[src/chunk_linear_fade_ramp_assert.svh]
// Assertion macros for the chunk fade ramp block.
// Included by the top level; needs nothing else.
`ifndef CHUNK_LINEAR_FADE_RAMP_ASSERT_SVH
`define CHUNK_LINEAR_FADE_RAMP_ASSERT_SVH

// Same-cycle implication, disabled while reset is asserted.
`define CFL_ASSERT_IMPL(name, clk, rst_n, ante, cons) \
	name: assert property (@(posedge clk) disable iff (!rst_n) (ante) |-> (cons)) \
		else $error("fade ramp: same-cycle check failed");

// Next-cycle implication, disabled while reset is asserted.
`define CFL_ASSERT_NEXT(name, clk, rst_n, ante, cons) \
	name: assert property (@(posedge clk) disable iff (!rst_n) (ante) |=> (cons)) \
		else $error("fade ramp: next-cycle check failed");

`endif

[src/cfl_pkg.sv]
// Shared types and constants of the chunk fade ramp block.
// No dependencies; used by the interfaces and every module.
package cfl_pkg;

	localparam int SAMPLE_W   = 16;
	localparam int RATE_W     = 19;
	localparam int CHAN_W     = 4;
	localparam int CFG_IDX_W  = 2;
	localparam int CFG_DATA_W = 32;
	localparam int RAMP_W     = 12;
	localparam int RS_W       = 16;

	localparam logic [CFG_IDX_W-1:0] REG_RATE   = 2'd0;
	localparam logic [CFG_IDX_W-1:0] REG_CHAN   = 2'd1;
	localparam logic [CFG_IDX_W-1:0] REG_FRAMES = 2'd2;

	// rate/200 is (rate/8)/25; floor(x*RECIP_25 >> RECIP_SHIFT) is exact for x < 2^16
	localparam int RECIP_W     = 17;
	localparam int RECIP_SHIFT = 21;
	localparam logic [RECIP_W-1:0] RECIP_25 = 17'd83887;
	localparam int RECIP_PROD_W = RATE_W - 3 + RECIP_W;

	// derived configuration takes three register stages to settle
	localparam logic [1:0] CFG_SETTLE = 2'd3;

	localparam int DIV_NUM_W = 28;
	localparam int DIV_DEN_W = 13;
	localparam int DIV_Q_W   = 16;
	localparam int DIV_CNT_W = 4;

	typedef struct packed {
		logic                 start;
		logic [DIV_NUM_W-1:0] num;
		logic [DIV_DEN_W-1:0] den;
	} cfl_div_req_t;

	typedef struct packed {
		logic               done;
		logic [DIV_Q_W-1:0] quot;
	} cfl_div_rsp_t;

	typedef struct packed {
		logic settled;
		logic total_nz;
		logic scale_ok;
	} cfl_cfg_flags_t;

	typedef enum logic [2:0] {
		ST_IDLE,
		ST_CLASS,
		ST_DIV_K,
		ST_MUL,
		ST_Q_GO,
		ST_DIV_Q,
		ST_EMIT
	} cfl_state_t;

endpackage

[src/cfl_stream_if.sv]
// Valid/ready channel interfaces: sample input, result output, register writes.
// Depends on cfl_pkg for field widths.
interface cfl_in_if;
	logic                          valid;
	logic                          ready;
	logic signed [cfl_pkg::SAMPLE_W-1:0] sample_in;

	modport source (output valid, output sample_in, input ready);
	modport sink   (input valid, input sample_in, output ready);
endinterface

interface cfl_out_if;
	logic                          valid;
	logic                          ready;
	logic signed [cfl_pkg::SAMPLE_W-1:0] sample_out;
	logic                          chunk_end;

	modport source (output valid, output sample_out, output chunk_end, input ready);
	modport sink   (input valid, input sample_out, input chunk_end, output ready);
endinterface

interface cfl_cfg_if;
	logic                            valid;
	logic                            ready;
	logic [cfl_pkg::CFG_IDX_W-1:0]   index;
	logic [cfl_pkg::CFG_DATA_W-1:0]  data;

	modport source (output valid, output index, output data, input ready);
	modport sink   (input valid, input index, input data, output ready);
endinterface

[src/cfl_divider.sv]
// Shared restoring divider, one quotient bit per cycle.
// Depends on cfl_pkg; quotient must be known to fit in DIV_Q_W bits.
module cfl_divider (
	input  logic                  clk,
	input  logic                  arst_n,
	input  cfl_pkg::cfl_div_req_t req,
	output cfl_pkg::cfl_div_rsp_t rsp
);
	import cfl_pkg::*;

	logic [DIV_NUM_W-1:0] rem_q;
	logic [DIV_NUM_W-1:0] dsh_q;
	logic [DIV_Q_W-1:0]   quot_q;
	logic [DIV_CNT_W-1:0] cnt_q;
	logic                 busy_q;
	logic                 done_q;
	logic                 fits;
	logic [DIV_NUM_W-1:0] rem_next;

	always_comb begin
		fits     = rem_q >= dsh_q;
		rem_next = rem_q - dsh_q;
	end

	always_ff @(posedge clk or negedge arst_n) begin
		if (!arst_n) begin
			busy_q <= 1'b0;
			done_q <= 1'b0;
			cnt_q  <= '0;
		end else begin
			done_q <= 1'b0;
			if (req.start) begin
				busy_q <= 1'b1;
				cnt_q  <= DIV_CNT_W'(DIV_Q_W - 1);
			end else if (busy_q) begin
				cnt_q <= cnt_q - 1'b1;
				if (cnt_q == '0) begin
					busy_q <= 1'b0;
					done_q <= 1'b1;
				end
			end
		end
	end

	always_ff @(posedge clk) begin
		if (req.start) begin
			rem_q  <= req.num;
			dsh_q  <= DIV_NUM_W'(req.den) << (DIV_Q_W - 1);
			quot_q <= '0;
		end else if (busy_q) begin
			if (fits) begin
				rem_q <= rem_next;
			end
			quot_q <= {quot_q[DIV_Q_W-2:0], fits};
			dsh_q  <= dsh_q >> 1;
		end
	end

	assign rsp.done = done_q;
	assign rsp.quot = quot_q;

endmodule

[src/cfl_seq.sv]
// Per-sample sequencer: position tracking, ramp classification, two divides
// on the shared unit, one multiply and the output register. Depends on cfl_pkg.
module cfl_seq #(
	parameter int POS_W = 27,
	parameter int CH_W  = 4
) (
	input  logic                     clk,
	input  logic                     arst_n,
	cfl_in_if.sink                   sample_chan,
	cfl_out_if.source                result_chan,
	input  cfl_pkg::cfl_cfg_flags_t  flags,
	input  logic [POS_W-1:0]         last,
	input  logic [cfl_pkg::RAMP_W-1:0] ramp,
	input  logic [cfl_pkg::RS_W-1:0] ramp_smp,
	input  logic [CH_W-1:0]          eff_ch,
	output cfl_pkg::cfl_div_req_t    div_req,
	input  cfl_pkg::cfl_div_rsp_t    div_rsp
);
	import cfl_pkg::*;

	localparam int CMP_W = (POS_W > RS_W) ? POS_W : RS_W;

	cfl_state_t state_q, state_d;

	logic [POS_W-1:0]           pos_q;
	logic signed [SAMPLE_W-1:0] sample_q;
	logic signed [SAMPLE_W-1:0] y_q;
	logic                       end_q;
	logic [RAMP_W-1:0]          k_q;
	logic [DIV_NUM_W-1:0]       p_q;
	logic                       out_valid_q;
	logic signed [SAMPLE_W-1:0] out_sample_q;
	logic                       out_end_q;

	logic             at_end, in_range, fade_in, fade_out, do_scale, out_free;
	logic [CMP_W-1:0] pos_x, smp_x, dist_out_x, dist_x;
	logic [SAMPLE_W-1:0] mag;

	// Classification of the current position against the chunk's two ramps
	always_comb begin
		pos_x      = CMP_W'(pos_q);
		smp_x      = CMP_W'(ramp_smp);
		dist_out_x = CMP_W'(last - pos_q);
		at_end     = pos_q >= last;
		in_range   = pos_q <= last;
		fade_in    = pos_x < smp_x;
		fade_out   = dist_out_x < smp_x;
		dist_x     = fade_in ? pos_x : dist_out_x;
		do_scale   = flags.total_nz && in_range && flags.scale_ok && (fade_in || fade_out);
		mag        = sample_q[SAMPLE_W-1] ? SAMPLE_W'(-sample_q) : SAMPLE_W'(sample_q);
		out_free   = !out_valid_q || result_chan.ready;
	end

	always_ff @(posedge clk or negedge arst_n) begin
		if (!arst_n) begin
			state_q <= ST_IDLE;
		end else begin
			state_q <= state_d;
		end
	end

	always_comb begin
		state_d           = state_q;
		sample_chan.ready = 1'b0;
		div_req           = '0;
		unique case (state_q)
			ST_IDLE: begin
				sample_chan.ready = flags.settled;
				if (sample_chan.valid && flags.settled) begin
					state_d = ST_CLASS;
				end
			end
			ST_CLASS: begin
				if (do_scale) begin
					div_req.start = 1'b1;
					div_req.num   = DIV_NUM_W'(dist_x[RS_W-1:0]);
					div_req.den   = DIV_DEN_W'(eff_ch);
					state_d       = ST_DIV_K;
				end else begin
					state_d = ST_EMIT;
				end
			end
			ST_DIV_K: begin
				if (div_rsp.done) begin
					state_d = ST_MUL;
				end
			end
			ST_MUL: begin
				state_d = ST_Q_GO;
			end
			ST_Q_GO: begin
				// round half away from zero: (2p + ramp) / (2 ramp)
				div_req.start = 1'b1;
				div_req.num   = DIV_NUM_W'({p_q, 1'b0}) + DIV_NUM_W'(ramp);
				div_req.den   = DIV_DEN_W'({ramp, 1'b0});
				state_d       = ST_DIV_Q;
			end
			ST_DIV_Q: begin
				if (div_rsp.done) begin
					state_d = ST_EMIT;
				end
			end
			ST_EMIT: begin
				if (out_free) begin
					state_d = ST_IDLE;
				end
			end
			default: begin
				state_d = ST_IDLE;
			end
		endcase
	end

	always_ff @(posedge clk or negedge arst_n) begin
		if (!arst_n) begin
			pos_q       <= '0;
			out_valid_q <= 1'b0;
		end else begin
			if (state_q == ST_CLASS) begin
				if (!flags.total_nz || at_end) begin
					pos_q <= '0;
				end else begin
					pos_q <= pos_q + 1'b1;
				end
			end
			if (state_q == ST_EMIT && out_free) begin
				out_valid_q <= 1'b1;
			end else if (result_chan.ready) begin
				out_valid_q <= 1'b0;
			end
		end
	end

	always_ff @(posedge clk) begin
		if (state_q == ST_IDLE && sample_chan.valid && flags.settled) begin
			sample_q <= sample_chan.sample_in;
		end
		if (state_q == ST_CLASS) begin
			end_q <= flags.total_nz && at_end;
			y_q   <= sample_q;
		end
		if (state_q == ST_DIV_K && div_rsp.done) begin
			k_q <= div_rsp.quot[RAMP_W-1:0];
		end
		if (state_q == ST_MUL) begin
			p_q <= DIV_NUM_W'(mag) * DIV_NUM_W'(k_q);
		end
		if (state_q == ST_DIV_Q && div_rsp.done) begin
			y_q <= sample_q[SAMPLE_W-1] ? $signed(-div_rsp.quot) : $signed(div_rsp.quot);
		end
		if (state_q == ST_EMIT && out_free) begin
			out_sample_q <= y_q;
			out_end_q    <= end_q;
		end
	end

	assign result_chan.valid      = out_valid_q;
	assign result_chan.sample_out = out_sample_q;
	assign result_chan.chunk_end  = out_end_q;

endmodule

[src/chunk_linear_fade_ramp.sv]
// Top level of the chunk fade ramp: configuration registers, derived ramp
// values, the sequencer and the shared divider. Depends on cfl_pkg and cfl_stream_if.
//
//  channel      dir   payload                      handshake
//  sample_chan  sink  sample_in (s16)              valid/ready
//  result_chan  src   sample_out (s16), chunk_end  valid/ready
//  cfg_chan     sink  index (2), data (32)         valid/ready, always ready
//
// An unscaled sample goes from acceptance through the classify and emit states into
// the output register; a scaled one also runs the shared divider twice, one quotient
// bit per cycle, a multiply between. The input reopens as the emit state is left.
// Reset clears the position and sets rate 0, one channel and an empty chunk.
// A register write holds the input off while the derived values settle.
// A finished result waits in the output register while the next sample is taken.
module chunk_linear_fade_ramp #(
	parameter int MAX_CHANNELS     = 8,
	parameter int FRAME_COUNT_BITS = 24
) (
	input logic       clk,
	input logic       arst_n,
	cfl_in_if.sink    sample_chan,
	cfl_out_if.source result_chan,
	cfl_cfg_if.sink   cfg_chan
);
	import cfl_pkg::*;

	// Channel count as saturated to MAX_CHANNELS, and the width of a position
	// within a chunk of up to 2^FRAME_COUNT_BITS-1 frames of those channels.
	localparam int CH_W  = $clog2(MAX_CHANNELS + 1);
	localparam int POS_W = FRAME_COUNT_BITS + $clog2(MAX_CHANNELS);
	localparam int HW    = (FRAME_COUNT_BITS > RAMP_W) ? FRAME_COUNT_BITS : RAMP_W;
	localparam int TOT_W = FRAME_COUNT_BITS + CH_W;

	// Registers as written through the configuration channel.
	logic [RATE_W-1:0]           rate_q;
	logic [CHAN_W-1:0]           chan_q;
	logic [FRAME_COUNT_BITS-1:0] frames_q;
	logic [1:0]                  pend_q;

	// Derived values, settled once the write countdown pend_q reaches zero.
	logic [RAMP_W-1:0] div200_q;
	logic [CH_W-1:0]   eff_q;
	logic [POS_W-1:0]  total_q;
	logic              rate_nz_q;
	logic [RAMP_W-1:0] ramp_q;
	logic [POS_W-1:0]  last_q;
	logic              total_nz_q;
	logic [RS_W-1:0]   ramp_smp_q;

	logic                        cfg_wr;
	logic [RECIP_PROD_W-1:0]     recip_prod;
	logic [CH_W-1:0]             eff_ch;
	logic [TOT_W-1:0]            total_prod;
	logic [FRAME_COUNT_BITS-1:0] half;

	cfl_cfg_flags_t flags;
	cfl_div_req_t   div_req;
	cfl_div_rsp_t   div_rsp;

	assign cfg_chan.ready = 1'b1;
	assign cfg_wr         = cfg_chan.valid && cfg_chan.ready;

	always_comb begin
		// rate * 5 / 1000 is rate / 200, done as a multiply by the reciprocal of 25
		recip_prod = RECIP_PROD_W'(rate_q[RATE_W-1:3]) * RECIP_PROD_W'(RECIP_25);
		// a channel count beyond the build limit is clamped to it
		if ({1'b0, chan_q} > (CHAN_W + 1)'(MAX_CHANNELS)) begin
			eff_ch = CH_W'(MAX_CHANNELS);
		end else begin
			eff_ch = CH_W'(chan_q);
		end
		total_prod = TOT_W'(frames_q) * TOT_W'(eff_ch);
		half       = frames_q >> 1;
	end

	always_ff @(posedge clk or negedge arst_n) begin
		if (!arst_n) begin
			rate_q     <= '0;
			chan_q     <= CHAN_W'(1);
			frames_q   <= '0;
			pend_q     <= '0;
			div200_q   <= '0;
			eff_q      <= CH_W'(1);
			total_q    <= '0;
			rate_nz_q  <= 1'b0;
			ramp_q     <= '0;
			last_q     <= '0;
			total_nz_q <= 1'b0;
			ramp_smp_q <= '0;
		end else begin
			if (cfg_wr) begin
				unique case (cfg_chan.index)
					REG_RATE:   rate_q   <= cfg_chan.data[RATE_W-1:0];
					REG_CHAN:   chan_q   <= cfg_chan.data[CHAN_W-1:0];
					REG_FRAMES: frames_q <= cfg_chan.data[FRAME_COUNT_BITS-1:0];
					default: begin
					end
				endcase
				pend_q <= CFG_SETTLE;
			end else if (pend_q != '0) begin
				pend_q <= pend_q - 1'b1;
			end

			// first stage: straight from the registers
			div200_q  <= recip_prod[RECIP_SHIFT +: RAMP_W];
			eff_q     <= eff_ch;
			total_q   <= total_prod[POS_W-1:0];
			rate_nz_q <= rate_q != '0;

			// second stage: ramp capped at half the chunk, last sample index
			if (HW'(div200_q) < HW'(half)) begin
				ramp_q <= div200_q;
			end else begin
				ramp_q <= RAMP_W'(half);
			end
			last_q     <= total_q - 1'b1;
			total_nz_q <= total_q != '0;

			// third stage: ramp span in samples
			ramp_smp_q <= RS_W'(ramp_q) * RS_W'(eff_q);
		end
	end

	assign flags.settled  = pend_q == '0;
	assign flags.total_nz = total_nz_q;
	assign flags.scale_ok = rate_nz_q && (ramp_q != '0);

	cfl_seq #(
		.POS_W(POS_W),
		.CH_W (CH_W)
	) u_seq (
		.clk        (clk),
		.arst_n     (arst_n),
		.sample_chan(sample_chan),
		.result_chan(result_chan),
		.flags      (flags),
		.last       (last_q),
		.ramp       (ramp_q),
		.ramp_smp   (ramp_smp_q),
		.eff_ch     (eff_q),
		.div_req    (div_req),
		.div_rsp    (div_rsp)
	);

	cfl_divider u_div (
		.clk   (clk),
		.arst_n(arst_n),
		.req   (div_req),
		.rsp   (div_rsp)
	);

	// While derived values settle no sample may enter.
	`include "chunk_linear_fade_ramp_assert.svh"
	`CFL_ASSERT_IMPL(a_settle_blocks_input, clk, arst_n, pend_q != '0, !sample_chan.ready)
	// Only one sample is in flight: the cycle after an accept the input is closed.
	`CFL_ASSERT_NEXT(a_one_sample, clk, arst_n, sample_chan.valid && sample_chan.ready, !sample_chan.ready)
	// Once settled the ramp never exceeds half the chunk.
	`CFL_ASSERT_IMPL(a_ramp_capped, clk, arst_n, pend_q == '0, HW'(ramp_q) <= HW'(half))

endmodule

[src/flat_wrapper.sv]
// flat-port wrapper written by rule: the top's interface ports become plain ports
module chunk_linear_fade_ramp_flat import cfl_pkg::*;
#(
	parameter int MAX_CHANNELS     = 8,
	parameter int FRAME_COUNT_BITS = 24
)
  (clk, arst_n, sample_chan_valid, sample_chan_sample_in, sample_chan_ready, result_chan_valid, result_chan_sample_out, result_chan_chunk_end, result_chan_ready, cfg_chan_valid, cfg_chan_index, cfg_chan_data, cfg_chan_ready);
  cfl_in_if sample_chan_i ();
  cfl_out_if result_chan_i ();
  cfl_cfg_if cfg_chan_i ();
  input logic clk;
  input logic arst_n;
  input wire logic [$bits(sample_chan_i.valid)-1:0] sample_chan_valid;
  input wire logic [$bits(sample_chan_i.sample_in)-1:0] sample_chan_sample_in;
  output wire logic [$bits(sample_chan_i.ready)-1:0] sample_chan_ready;
  output wire logic [$bits(result_chan_i.valid)-1:0] result_chan_valid;
  output wire logic [$bits(result_chan_i.sample_out)-1:0] result_chan_sample_out;
  output wire logic [$bits(result_chan_i.chunk_end)-1:0] result_chan_chunk_end;
  input wire logic [$bits(result_chan_i.ready)-1:0] result_chan_ready;
  input wire logic [$bits(cfg_chan_i.valid)-1:0] cfg_chan_valid;
  input wire logic [$bits(cfg_chan_i.index)-1:0] cfg_chan_index;
  input wire logic [$bits(cfg_chan_i.data)-1:0] cfg_chan_data;
  output wire logic [$bits(cfg_chan_i.ready)-1:0] cfg_chan_ready;
  assign sample_chan_i.valid = sample_chan_valid;
  assign sample_chan_i.sample_in = sample_chan_sample_in;
  assign sample_chan_ready = sample_chan_i.ready;
  assign result_chan_valid = result_chan_i.valid;
  assign result_chan_sample_out = result_chan_i.sample_out;
  assign result_chan_chunk_end = result_chan_i.chunk_end;
  assign result_chan_i.ready = result_chan_ready;
  assign cfg_chan_i.valid = cfg_chan_valid;
  assign cfg_chan_i.index = cfg_chan_index;
  assign cfg_chan_i.data = cfg_chan_data;
  assign cfg_chan_ready = cfg_chan_i.ready;
  chunk_linear_fade_ramp #(.MAX_CHANNELS(MAX_CHANNELS), .FRAME_COUNT_BITS(FRAME_COUNT_BITS)) u_core (.clk(clk), .arst_n(arst_n), .sample_chan(sample_chan_i), .result_chan(result_chan_i), .cfg_chan(cfg_chan_i));
endmodule
[config.mk]
export PLATFORM = sky130hd
export DESIGN_NAME = chunk_linear_fade_ramp_flat
export DESIGN_NICKNAME = d
export VERILOG_FILES = /design/src/cfl_pkg.sv /design/src/cfl_stream_if.sv /design/src/cfl_divider.sv /design/src/cfl_seq.sv /design/src/chunk_linear_fade_ramp.sv /design/src/flat_wrapper.sv
export VERILOG_INCLUDE_DIRS = /design/src /design/src/src
export SDC_FILE = /design/constraint.sdc
export NUM_CORES = 2
export LEC_CHECK = 0
export ABC_AREA = 1
export BUFFER_PORTS_ARGS = -buffer_cell sky130_fd_sc_hd__buf_4
export CAP_MARGIN = 20
export CORE_UTILIZATION = 35
export CTS_CLUSTER_SIZE = 30
export DETAILED_ROUTE_END_ITERATION = 8
export PLACE_DENSITY = 0.51
export REMOVE_ABC_BUFFERS = 1
export SYNTH_ARGS = -nofsm -noshare
export SYNTH_HDL_FRONTEND = slang
export SYNTH_SLANG_ARGS = --single-unit
export TNS_END_PERCENT = 5
[constraint.sdc]
create_clock -name clk -period 9.9 [get_ports clk]
set_input_delay 1.98 -clock clk [delete_from_list [all_inputs] [get_ports clk]]
set_output_delay 1.98 -clock clk [all_outputs]
set_load 0.01 [all_outputs]
==> impl_metrics.ini <==
[run_status]
outcome = finished, final reports clean

[power]
switching_power_w = 0.00695
finalPower_w = 0.0136
p_int_w = 0.00663
p_leak_nw = 19.2
p_seq_share_pct = 18.5
p_comb_share_pct = 69.8
power_density_nw_per_um2 = 364
p_clk_share_pct = 11.7
ir_worst_vdd_mv = 0.783
swShare_pct = 51.1

[synth]
synth_top_area_share_pct = 17.8
synthCells = 4168
synth_edf_count = 130
syn-cell-area_um2 = 34100
avgSynthCellArea_um2 = 8.18
synth.distinct_cells = 58
synth_top_cell_by_area = fa_1
ys_warn_count = 0
yosys-top-cells-area = fa_1 (18%), dfrtp_1 (14%), ha_1 (13%)
ys_seq_elements = 347
synth-seq-area-share_pct = 26.9
async_reset_ff_share_pct = 53.6
ys.flop_type = dfrtp_1

[route]
vias = 26400
detail_route.wirelength_mm = 86.2
ant_nets = 0
routedWlPerCell_um = 15.6
first_pass_iters = 5
vias_per_cell = 4.78
dr.first_iter.drc_count = 1451
drc = 0

[global_routing]
grt_max_degree = 77
grt_pass1_vias = 26600
grtUsageTotal_pct = 18.0
antenna_found_initial = 1
grt_pass1_wl_mm = 142
grt_remaining_overflow = 0

[clock_tree]
post_cts_buffers = 0
cts.sinks = 347
clk_pin_slew_ns = 0.06
cts_resized = 0
cts_root_buf = clkbuf_16
cts-htree-levels = 2
clk_latency_ns = 0.59
cts_tree = done
numCtsBuffers = 42
postCtsHoldBufs = 0
cts_max_path_buffers = 3

[min_path]
hold_path.class = flip-flop to flip-flop

[sta]
relSlewSlack_pct = 32.3
post-route-min-period_ns = 7.46
slew_viol_final = 0
min_period_over_period_pct = 75.3
rsz0062_at_grt = false
hold_viol = 0
skew_ns = 0.0342
tightest_slew_ns = 1.02
setup_viol = 0
fmax_mhz = 134
final.setup.tns_ns = 0

[setup_path]
critPathRequiredTime_ns = 10.21
cp-start-kind = flip-flop
crit_slowest_cell = edfxtp_1
arrival_ns = 7.76
end_kind = flip-flop
critPathMaxFanout = 14
slowest_delay_ns = 0.62
crit_type = flip-flop to flip-flop
cp_common_cell = inv_1

[job]
cap_violations = 0

[floorplan]
dieArea_um2 = 98700
core_um2 = 96600
ios = 75
fp.dieW_um = 314
rows = 114
initial_utilization_pct = 35.3
die_h_um = 314

[cells_and_area]
nFillCells = 9872
layout_commonest_cell = nand2_1
num-nets-final = 4927
syn_to_final_growth_pct = 9.49
drive_gt1_share_pct = 4.34
final_cell_mix = nand2_1 (867), inv_1 (837), ha_1 (364)

[place]
routabilityCongestion = 0.857
dp_hpwl_mm = 70.2
portBuffers = 65
==> path summary, 6_finish.rpt <==
kind	from	slack, ns	cells after the start	end
max in group asynchronous	arst_n	6.55	3	u_core.div200_q[11]
worst max-delay path	u_core.u_seq.sample_q[0]	2.44	32	u_core.u_seq.p_q[26]
worst min-delay path	u_core.u_seq.y_q[0]	0.42	0	u_core.u_seq.result_chan.sample_out[0]
worst max register to register	u_core.u_seq.sample_q[0]	2.44	32	u_core.u_seq.p_q[26]
min in group asynchronous	arst_n	1.37	1	u_core.u_seq.pos_q[26]
worst min register to register	u_core.u_seq.y_q[0]	0.42	0	u_core.u_seq.result_chan.sample_out[0]
==> cell usage after synthesis, types with 2 or more instances <==
library cell and instances:
nand2_1 867, o21ai_1 8, a211oi_1 5, ha_1 364
nor3_2 5, buf_1 2, xor2_1 126, edfxtp_1 130
and3_1 2, a21oi_1 196, or2_2 13, o21a_1 5
nor3b_1 5, o21ai_0 212, nand3b_1 15, xnor2_1 45
nor4_1 19, dfrtp_1 184, o221ai_1 7, a21boi_0 4
nand4_1 47, inv_1 837, dfxtp_1 31, nor2_2 3
and2_1 2, nor3_1 63, o211ai_1 7, a31oi_1 11
buf_4 6, nand3_1 181, o21bai_1 13, nor2_1 327
a21o_1 13, dfstp_2 2, nand2_2 3, fa_1 303
clkinv_1 6, o2111ai_1 4, buf_2 2, nor4_4 2
buf_6 6, clkbuf_1 69
==> area by class of cell <==
| cell class | count | area (um2) | share of cell area (%) |
|---|---|---|---|
| inverter | 844 | 3170 | 8.49 |
| tap | 1276 | 1600 | 4.28 |
| clock inverter | 21 | 260 | 0.697 |
| timing repair buffer | 78 | 599 | 1.61 |
| antenna | 1 | 2.50 | 0.00670 |
| multi-input combinational | 2892 | 21400 | 57.2 |
| clock buffer | 57 | 1160 | 3.10 |
| sequential | 347 | 9180 | 24.6 |
==> worst max-delay path: cells and delay by family (launching register included) <==
family | cells | cell delay [ns]
AND/OR/NAND/NOR | 13 | 1.96
XOR/XNOR | 1 | 0.06
AO/OA/AOI/OAI | 4 | 0.90
adder cells (fa/ha/maj) | 7 | 3.08
flip-flops | 1 | 0.62
buffers and inverters | 7 | 0.54
==> registers in the layout, summed over array words and instances (netlist names), 2 cells and up <==
name / flops
u_core.chan_q: 4
u_core.div200_q: 12
u_core.eff_q: 4
u_core.frames_q: 24
u_core.last_q: 27
u_core.pend_q: 2
u_core.ramp_q: 12
u_core.ramp_smp_q: 16
u_core.rate_q: 19
u_core.total_q: 27
u_core.u_div.cnt_q: 4
u_core.u_div.dsh_q: 28
u_core.u_div.quot_q: 16
u_core.u_div.rem_q: 28
u_core.u_seq.k_q: 12
u_core.u_seq.p_q: 27
u_core.u_seq.pos_q: 27
u_core.u_seq.result_chan.sample_out: 16
u_core.u_seq.sample_q: 16
u_core.u_seq.state_q: 3
u_core.u_seq.y_q: 16
==> through the flow <==
step	cells	cell area, um2	setup WS [ns]	utilization [%]	hold slack, ns
after global placement	5435	35900	2.49	37.2	0.401
after global routing	5516	37300	1.74	38.7	0.417
final	5516	37300	2.44	38.7	0.415
after CTS	5514	37300	2.39	38.7	0.413
after detailed placement	5436	35900	2.47	37.2	0.405
after floorplan	4083	33700	3.51	-	0.398
==> routing by layer <==
layer	up-vias	wire, um	part of all wire, %	GRT usage (%)
met5	-	0	0	0
met4	0	1780	2.1	4.19
met3	90	3460	4.0	2.04
met1	12600	42300	49	25.9
li1	13200	-	-	-
met2	442	38700	45	28.9
==> logic make-up (layout without fill, tap and decap cells) <==
family | after synthesis | count (layout) | synth area share (%)
buffers and inverters | 929 | 1000 | 10.4
xor gates and xnor gates | 171 | 171 | 4.39
other | 1 | 2 | 0.0110
adders and majority gates | 667 | 667 | 31.1
DFF | 347 | 347 | 26.9
and+or+nand+nor | 1562 | 1562 | 19.3
AOI/OAI and AO/OA | 491 | 491 | 7.78
==> power groups by stage <==
stage          Clock (W)  Sequential (W)  Combinational (W)
3_3_place_gp           0         0.00253            0.00943
4_1_cts          0.00165         0.00251            0.00958
2_1_floorplan          0         0.00238            0.00706
6_report         0.00159         0.00251            0.00948
3_5_place_dp           0         0.00254            0.00947
5_1_grt          0.00171         0.00256             0.0110
Note: power is estimated with default switching activity, not from simulation.
